**src/hw/rtl/fdit_pkg.sv**
```systemverilog
// fdit_pkg: shared types and constants of the dual interval timer.
// Command codes, register indexes, prescaler sizing and the slow-tick divide.
// No dependencies.
package fdit_pkg;

	localparam int SLOW_TICK_DIVIDE = 4;
	localparam int PRESCALE_W = (SLOW_TICK_DIVIDE > 1) ? $clog2(SLOW_TICK_DIVIDE) : 1;
	localparam logic [PRESCALE_W-1:0] PRESCALE_LAST = PRESCALE_W'(SLOW_TICK_DIVIDE - 1);

	typedef enum logic [1:0] {
		CMD_WRITE    = 2'd0,
		CMD_STATUS   = 2'd1,
		CMD_READBACK = 2'd2,
		CMD_TICK     = 2'd3
	} cmd_t;

	localparam logic [7:0] REG_FAST_PRESET = 8'h02;
	localparam logic [7:0] REG_SLOW_PRESET = 8'h03;
	localparam logic [7:0] REG_CONTROL     = 8'h04;

	localparam int CTRL_CLEAR_BIT     = 7;
	localparam int CTRL_FAST_MASK_BIT = 6;
	localparam int CTRL_SLOW_MASK_BIT = 5;
	localparam int CTRL_SLOW_RUN_BIT  = 1;
	localparam int CTRL_FAST_RUN_BIT  = 0;

	localparam logic [7:0] COUNT_MAX = 8'hFF;

	// bit 0 of each flag pair is the fast timer, bit 1 the slow timer
	typedef struct packed {
		logic slow;
		logic fast;
	} timer_pair_t;

endpackage

```
**src/hw/rtl/fm_chip_dual_interval_timer_unit.sv**
```systemverilog
// fm_chip_dual_interval_timer_unit: top level of the dual interval timer.
// Depends on fdit_pkg.
//
// Two 8-bit preset timers behind registers 2, 3 and 4. Each request is a
// register write, a status read, a readback or one base tick; each gives one
// result (read_data, claimed). A request is taken into an input register and
// then executed from there into the result register; one request per clock
// is sustained while out_stall is low. The only throttle is out_stall, which
// holds the result register and then the input register. Timer 1 counts on
// every fourth base tick.
module fm_chip_dual_interval_timer_unit (
	input  logic       clk,
	input  logic       arst_n,
	input  logic       cfg_valid,
	output logic       cfg_ready,
	input  logic       cfg_data,
	input  logic       in_valid,
	output logic       in_stall,
	input  logic [1:0] command,
	input  logic [7:0] reg_index,
	input  logic [7:0] write_data,
	output logic       out_valid,
	input  logic       out_stall,
	output logic [7:0] read_data,
	output logic       claimed
);
	import fdit_pkg::*;

	logic                  valid_s1;
	cmd_t                  command_s1;
	logic [7:0]            reg_index_s1;
	logic [7:0]            write_data_s1;

	logic                  low_bits_six_q;
	logic [7:0]            fast_preset_q, slow_preset_q;
	logic [7:0]            fast_count_q, slow_count_q;
	timer_pair_t           run_q, mask_q, ovf_q;
	logic [PRESCALE_W-1:0] tick_prescale_q;

	logic                  out_valid_q;
	logic [7:0]            read_data_q;
	logic                  claimed_q;

	logic [7:0]            fast_preset_n, slow_preset_n;
	logic [7:0]            fast_count_n, slow_count_n;
	timer_pair_t           run_n, mask_n, ovf_n;
	logic [PRESCALE_W-1:0] tick_prescale_n;
	logic [7:0]            data_n;
	logic                  claimed_n;
	logic                  slow_tick;
	logic                  advance;

	assign advance   = valid_s1 && (!out_valid_q || !out_stall);
	assign in_stall  = valid_s1 && !advance;
	assign cfg_ready = 1'b1;

	always_comb begin
		fast_preset_n   = fast_preset_q;
		slow_preset_n   = slow_preset_q;
		fast_count_n    = fast_count_q;
		slow_count_n    = slow_count_q;
		run_n           = run_q;
		mask_n          = mask_q;
		ovf_n           = ovf_q;
		tick_prescale_n = tick_prescale_q;
		claimed_n       = 1'b0;
		slow_tick       = 1'b0;
		data_n          = 8'h00;

		case (command_s1)
			CMD_WRITE: begin
				case (reg_index_s1)
					REG_FAST_PRESET: begin
						fast_preset_n = write_data_s1;
						claimed_n     = 1'b1;
					end
					REG_SLOW_PRESET: begin
						slow_preset_n = write_data_s1;
						claimed_n     = 1'b1;
					end
					REG_CONTROL: begin
						claimed_n = 1'b1;
						if (write_data_s1[CTRL_CLEAR_BIT]) begin
							ovf_n = '0;
						end else begin
							if (write_data_s1[CTRL_FAST_RUN_BIT]) begin
								if (!run_q.fast) begin
									run_n.fast   = 1'b1;
									ovf_n.fast   = 1'b0;
									fast_count_n = fast_preset_q;
								end
							end else begin
								run_n.fast = 1'b0;
							end
							if (write_data_s1[CTRL_SLOW_RUN_BIT]) begin
								if (!run_q.slow) begin
									run_n.slow   = 1'b1;
									ovf_n.slow   = 1'b0;
									slow_count_n = slow_preset_q;
								end
							end else begin
								run_n.slow = 1'b0;
							end
							mask_n.fast = write_data_s1[CTRL_FAST_MASK_BIT];
							mask_n.slow = write_data_s1[CTRL_SLOW_MASK_BIT];
							ovf_n       = ovf_n & ~mask_n;
						end
					end
					default: claimed_n = 1'b0;
				endcase
			end
			CMD_TICK: begin
				if (tick_prescale_q == PRESCALE_LAST) begin
					tick_prescale_n = '0;
					slow_tick       = 1'b1;
				end else begin
					tick_prescale_n = tick_prescale_q + 1'b1;
				end
				if (run_q.fast) begin
					if (fast_count_q == COUNT_MAX) begin
						fast_count_n = fast_preset_q;
						if (!mask_q.fast) ovf_n.fast = 1'b1;
					end else begin
						fast_count_n = fast_count_q + 8'd1;
					end
				end
				if (slow_tick && run_q.slow) begin
					if (slow_count_q == COUNT_MAX) begin
						slow_count_n = slow_preset_q;
						if (!mask_q.slow) ovf_n.slow = 1'b1;
					end else begin
						slow_count_n = slow_count_q + 8'd1;
					end
				end
			end
			default: ;
		endcase

		if (command_s1 == CMD_READBACK) begin
			case (reg_index_s1)
				REG_FAST_PRESET: data_n = fast_preset_q;
				REG_SLOW_PRESET: data_n = slow_preset_q;
				REG_CONTROL:     data_n = {1'b0, mask_q.fast, mask_q.slow, 3'b000,
							run_q.slow, run_q.fast};
				default:         data_n = 8'h00;
			endcase
		end else begin
			data_n = {ovf_n.fast | ovf_n.slow, ovf_n.fast, ovf_n.slow, 2'b00,
				low_bits_six_q, low_bits_six_q, 1'b0};
		end
	end

	always_ff @(posedge clk or negedge arst_n) begin
		if (!arst_n) begin
			valid_s1 <= 1'b0;
		end else if (!in_stall) begin
			valid_s1 <= in_valid;
		end
	end

	always_ff @(posedge clk) begin
		if (in_valid && !in_stall) begin
			command_s1    <= cmd_t'(command);
			reg_index_s1  <= reg_index;
			write_data_s1 <= write_data;
		end
	end

	always_ff @(posedge clk or negedge arst_n) begin
		if (!arst_n) begin
			low_bits_six_q  <= 1'b0;
			fast_preset_q   <= '0;
			slow_preset_q   <= '0;
			fast_count_q    <= '0;
			slow_count_q    <= '0;
			run_q           <= '0;
			mask_q          <= '0;
			ovf_q           <= '0;
			tick_prescale_q <= '0;
		end else begin
			if (cfg_valid && cfg_ready) low_bits_six_q <= cfg_data;
			if (advance) begin
				fast_preset_q   <= fast_preset_n;
				slow_preset_q   <= slow_preset_n;
				fast_count_q    <= fast_count_n;
				slow_count_q    <= slow_count_n;
				run_q           <= run_n;
				mask_q          <= mask_n;
				ovf_q           <= ovf_n;
				tick_prescale_q <= tick_prescale_n;
			end
		end
	end

	always_ff @(posedge clk or negedge arst_n) begin
		if (!arst_n) begin
			out_valid_q <= 1'b0;
		end else if (!out_valid_q || !out_stall) begin
			out_valid_q <= advance;
		end
	end

	always_ff @(posedge clk) begin
		if (advance) begin
			read_data_q <= data_n;
			claimed_q   <= claimed_n;
		end
	end

	assign out_valid = out_valid_q;
	assign read_data = read_data_q;
	assign claimed   = claimed_q;

endmodule

```
**config.mk**
```make
export PLATFORM = sky130hd
export DESIGN_NAME = fm_chip_dual_interval_timer_unit
export DESIGN_NICKNAME = d
export VERILOG_FILES = /design/src/hw/rtl/fdit_pkg.sv /design/src/hw/rtl/fm_chip_dual_interval_timer_unit.sv
export SDC_FILE = /design/constraint.sdc
export NUM_CORES = 1
export LEC_CHECK = 0
export BUFFER_PORTS_ARGS = -buffer_cell sky130_fd_sc_hd__buf_2
export CAP_MARGIN = 0
export CORE_MARGIN = 4
export CORE_UTILIZATION = 58
export CTS_BUF_LIST = sky130_fd_sc_hd__clkbuf_16
export DETAILED_ROUTE_END_ITERATION = 12
export MAX_ROUTING_LAYER = met4
export PLACE_DENSITY = 0.79
export SLEW_MARGIN = 20
export SYNTH_ARGS = -nofsm -noshare
export SYNTH_HDL_FRONTEND = slang
export SYNTH_SLANG_ARGS = --single-unit
export TNS_END_PERCENT = 100
```
**constraint.sdc**
```tcl
create_clock -name clk -period 2.8 [get_ports clk]
set_input_delay 0.42 -clock clk [delete_from_list [all_inputs] [get_ports clk]]
set_output_delay 0.42 -clock clk [all_outputs]
set_load 0.01 [all_outputs]
```
# == Word-level counts from Yosys, hierarchy flattened ==
# Cells that the tools add are included.
# totals
regBits,70
inputBits,24
out_inout_bits,12
# classes
addsub,3
eq_ne,16
n_mux,41
bitwise_logic,4
reduce_logical,18
# ops
operator,n
2-to-1 mux 8 bit,13
one-hot mux 8 bit (2 select lines),2
one-hot mux 8 bit (3 select lines),1
2-to-1 mux 1 bit,21
adder 8 x 1 -> 8 bit (second input constant),2
equality test 8 x 2 -> 1 bit (second input constant),2
equality test 8 bit (second input constant),2
!= test 2 bit (second input constant),8
AND reduction 7 bit,2
equality test 8 x 3 -> 1 bit (second input constant),1
equality test 2 bit (second input constant),3
2-to-1 mux 2 bit,3
AND reduction 3 bit,2
logical AND 1 bit,4
logical NOT 1 bit,4
one-hot mux 2 bit (2 select lines),1
AND reduction 4 bit,1
OR reduction 3 bit,1
adder 2 x 1 -> 2 bit (second input constant),1
AND 2 bit,1
logical NOT 2 bit,1
NOT 2 bit,1
AND reduction 2 bit,1
nonzero test 2 bit,1
3 further kinds,3

# == Longest topological paths before layout ==
# depth
depth_word,11
depth_mapped,10
depth_no_buf,7

# == Worst setup path before layout ==
# Ideal clock, no wire load.
# synth_path
path_kind,reg2reg
start,"register out_valid_q, in the netlist out_valid"
end,register slow_count_q[4]
t_arrival_ns,2.180
path_slack_ns,0.494
path_stages_with_launch,7
path_buffers,1
path_cell_list,dfrtp_1 a21boi_1 o211a_1 o221a_2 buf_2 o21ai_0 a221o_1
# synth_via
elab_chain_len,4
# synth_lines
item,line_no,source
"start, declared",fm_chip_dual_interval_timer_unit.sv:40,logic out_valid_q;
"start signal, assigned",fm_chip_dual_interval_timer_unit.sv:199,out_valid_q <= advance;
logical NOT 1 bit,fm_chip_dual_interval_timer_unit.sv:53,assign advance = valid_s1 && (!out_valid_q || !out_stall);
logical OR 1 bit,fm_chip_dual_interval_timer_unit.sv:53,
logical AND 1 bit,fm_chip_dual_interval_timer_unit.sv:53,
named net advance,fm_chip_dual_interval_timer_unit.sv:51,logic advance;
AND reduction 7 bit (no line),n/a,
"end signal, assigned",fm_chip_dual_interval_timer_unit.sv:186,slow_count_q <= slow_count_n;
"end, declared",fm_chip_dual_interval_timer_unit.sv:36,"logic [7:0] fast_count_q, slow_count_q;"
# The timed path passes the listed nets, and every way through them passes these cells.
# A chain may end at the register's enable or synchronous reset.

# == Final worst setup path ==
# layout_path
start,register reg_index_s1[2]
end,register slow_preset_q[4]
# layout_via
elab_chain_len,2
# layout_lines
item,line_no,source
"start, declared",fm_chip_dual_interval_timer_unit.sv:31,logic [7:0] reg_index_s1;
"start signal, assigned",fm_chip_dual_interval_timer_unit.sv:164,reg_index_s1 <= reg_index;
equality test 8 x 2 -> 1 bit,fm_chip_dual_interval_timer_unit.sv:72,case (reg_index_s1)
AND reduction 3 bit (no line),n/a,
"end signal, assigned",fm_chip_dual_interval_timer_unit.sv:184,slow_preset_q <= slow_preset_n;
"end, declared",fm_chip_dual_interval_timer_unit.sv:35,"logic [7:0] fast_preset_q, slow_preset_q;"
# No other way between the ends.

==> impl_metrics.tcl <==
set metrics [dict create \
    route.detailed.drc 0 \
    routedWlPerCell_um 17.7 \
    finalCritPeriodShare_pct 87.9 \
    met3_usage_pct 3.87 \
    wl_um 6960 \
    detail_route.first_pass.iterations 7 \
    cts_root_buf "clkbuf_16" \
    required_ps 3010 \
    ys_types 52 \
    clockBufferDepth 2 \
    finalCriticalPeriod_ps 2460 \
    final_max_slew_viol_count 0 \
    n_antenna_cell 0 \
    finish.instance_area_um2 3820 \
    placed_area_um2 3520 \
    synth_seq_cells 70 \
    peakVddDrop_v 0.000392 \
    p_leak_uw 0.00165 \
    final_util_pct 69.9 \
    critPathKind "reg2reg" \
    rows 27 \
    grt.met1_usage_pct 27.6 \
    grt_pass1_wl_um 11300 \
    antenna_found_initial 0 \
    die_w_um 83.1 \
    finalSetupViolations 0 \
    max_stage_delay_ps 580 \
    worst_slew_pin_slew_ps 970 \
    die_h_um 83.1 \
    crit_arrival_ps 2670 \
    p_comb_share_pct 8.4 \
    cts_inserted_buffers 9 \
    synth_edf_count 27 \
    drv_cap 0 \
    syn_nets 306 \
    gr-total-overflow 0 \
    max_freq_mhz 406 \
    cp-end-kind "flop" \
    clk_pin_slew_ps 60 \
    vias_per_cell 6.04 \
    io_pins 36 \
    rsz0062_at_grt "no" \
    hold_viol 0 \
    area_delta_synth_final_pct 16.9 \
    drt_iter0_drc 231 \
    start_util_pct 59.8 \
    intPower_uw 2020 \
    reg2reg_to "slow_preset_q[4]$_DFFE_PN0P_" \
    post_cts_buffers 0 \
    cts.sinks 70 \
    critPathSlowestCell "or4b_1" \
    synth.largest_area_cell "dfrtp_1" \
    clk_latency_ps 330 \
    worst-path-max-fanout 8 \
    yosys_most_used_dff "dfrtp_1" \
    sw_frac_of_total_pct 22.4 \
    nets 347 \
    cts_resized 0 \
    yosys-top-cells-area "dfrtp_1 (33%), edfxtp_1 (25%), mux2_2 (8.3%)" \
    clock_power_share_pct 44.5 \
    hold_path_class "in2async" \
    grt_usage_pct 21.5 \
    ys_seq_area_share_pct 57.7 \
    yosysWarnings 0 \
    gr-max-usage-layer "met2" \
    synth_top_area_share_pct 32.9 \
    dp_hpwl_um 4820 \
    drive_above_1_share_pct 26.1 \
    status "complete, no violations" \
    syn-instance-count 276 \
    setup-tns-final_ps 0 \
    synth.avg_cell_area_um2 11.9 \
    power_switching_uw 585 \
    ctsHtreeMaxLevel 3 \
    met2_usage_pct 32.7 \
    cp-start-kind "flop" \
    grt_start_max_net_pins 44 \
    p_seq_share_pct 47.1 \
    coreArea_um2 5470 \
    async_flop_share_pct 61.4 \
    slew-limit-headroom_pct 35.3 \
    power_density_nw_per_um2 682 \
    path_cells "or4b_1, nor4_1, and2_1, and3_1, mux2_2" \
    reg2reg_slack_ps 340 \
    die-area_um2 6900 \
    via_count 2378 \
    gp_congestion 0.911 \
    cts_tree "done" \
    rr_startpoint "reg_index_s1[2]$_DFFE_PP_" \
    hold_slack_ps 254 \
    finClkSkew_ps 4.37 \
    ant_nets 0 \
    postCtsHoldBufs 0 \
    fill_cells 393 \
    grt_pass1_vias 2270 \
    port_buffers 34 \
    reg2regPathDepth 5 \
    synthesis.area_um2 3270 \
]
logic make-up after synthesis:
kind of cell	Yosys count	synth area share, %
mux	26	8.88
compound gates	69	14.2
fa+ha+maj	6	2.30
other cells	1	0.115
buf+inv	16	2.33
simple gates	88	14.5
flops	70	57.7
cells in the final DEF (no fill, tap or decap), types with 3 or more instances in the layout:
cell type and count:
dfrtp_1 43, buf_2 34, nand2_1 28, edfxtp_1 27, mux2_2 24, a21oi_1 17, o21ai_0 16, nor2_1 11
nand3_1 10, clkbuf_16 9, inv_1 8, o22ai_1 7, nand2b_1 6, ha_1 6, and3_1 5, buf_4 5
a31oi_1 4, a222oi_1 4, a22oi_1 4, nor2b_1 3, or3_1 3, and4_1 3, and2_1 3, clkinv_1 3
state kept, by name, indices dropped and copies added, names as in the netlist, 8 cells and up:
name	flops
slow_count_q	8
slow_preset_q	8
read_data	8
reg_index_s1	8
fast_preset_q	8
write_data_s1	8
fast_count_q	8
cells in the mapped netlist, types with 2 or more instances:
cell type / number
nor2b_1: 3
a21boi_1: 2
a21o_1: 2
and2_1: 3
nand3_1: 10
mux2i_1: 2
nand4_1: 2
dfrtp_1: 43
ha_1: 6
or3_1: 3
o22ai_1: 7
o21ai_0: 16
and3_1: 5
mux2_2: 24
nor3_1: 2
a222oi_1: 4
nor4_1: 2
nand2_1: 28
nand2b_1: 6
a22oi_1: 4
nor2_1: 11
inv_1: 7
a21oi_1: 17
clkbuf_1: 3
or4b_1: 2
and4_1: 3
a31oi_1: 4
buf_2: 4
edfxtp_1: 27
a21bo_2: 2
through the flow:
step,worst slack (ps),std cells,power [µW]
finish,338,394,2610
global route,250,394,2710
CTS,309,394,2620
detailed placement,404,378,1460
global placement,475,378,1450
floorplan,494,276,1370
power groups by stage:
stage          registers [µW]  clock network [µW]  logic, µW
2_1_floorplan            1230                   0        140
3_3_place_gp             1240                   0        211
3_5_place_dp             1250                   0        216
4_1_cts                  1230                1170        220
5_1_grt                  1240                1220        250
6_report                 1230                1160        219
worst max-delay path by stage:
stage	startpoint	endpoint	slack [ps]	cells after the start
after detailed placement	reg_index_s1[2]$_DFFE_PP_	slow_preset_q[4]$_DFFE_PN0P_	400	5
after CTS	reg_index_s1[2]$_DFFE_PP_	slow_preset_q[4]$_DFFE_PN0P_	310	5
after global placement	reg_index_s1[2]$_DFFE_PP_	slow_preset_q[7]$_DFFE_PN0P_	480	5
after floorplan	out_valid$_DFFE_PN0N_	slow_count_q[4]$_DFFE_PN0P_	490	6
after global routing	reg_index_s1[2]$_DFFE_PP_	slow_preset_q[4]$_DFFE_PN0P_	250	5
final	reg_index_s1[2]$_DFFE_PP_	slow_preset_q[4]$_DFFE_PN0P_	340	5
worst max-delay path, delay by kind of cell, from the launching register on:
family | cells | cell delay, ps
mux | 1 | 400
simple gates | 4 | 1560
flops | 1 | 380
routing by layer:
| metal | up-vias | wire, µm |
|---|---|---|
| met4 | 0 | 229 |
| met2 | 103 | 3250 |
| met3 | 19 | 483 |
| met1 | 1133 | 3000 |
| met5 | - | 0 |
| li1 | 1123 | - |
layout make-up:
cell class | instances | area [µm²] | share of cell area, %
clock buffers | 9 | 225 | 5.89
repair buffers | 39 | 208 | 5.43
multi-input cells | 190 | 1310 | 34.2
clock inverters | 7 | 80.1 | 2.09
well taps | 72 | 90.1 | 2.36
inverters | 7 | 26.3 | 0.687
flip-flops and latches | 70 | 1890 | 49.3
No activity file was read; power rests on OpenSTA's default activity.
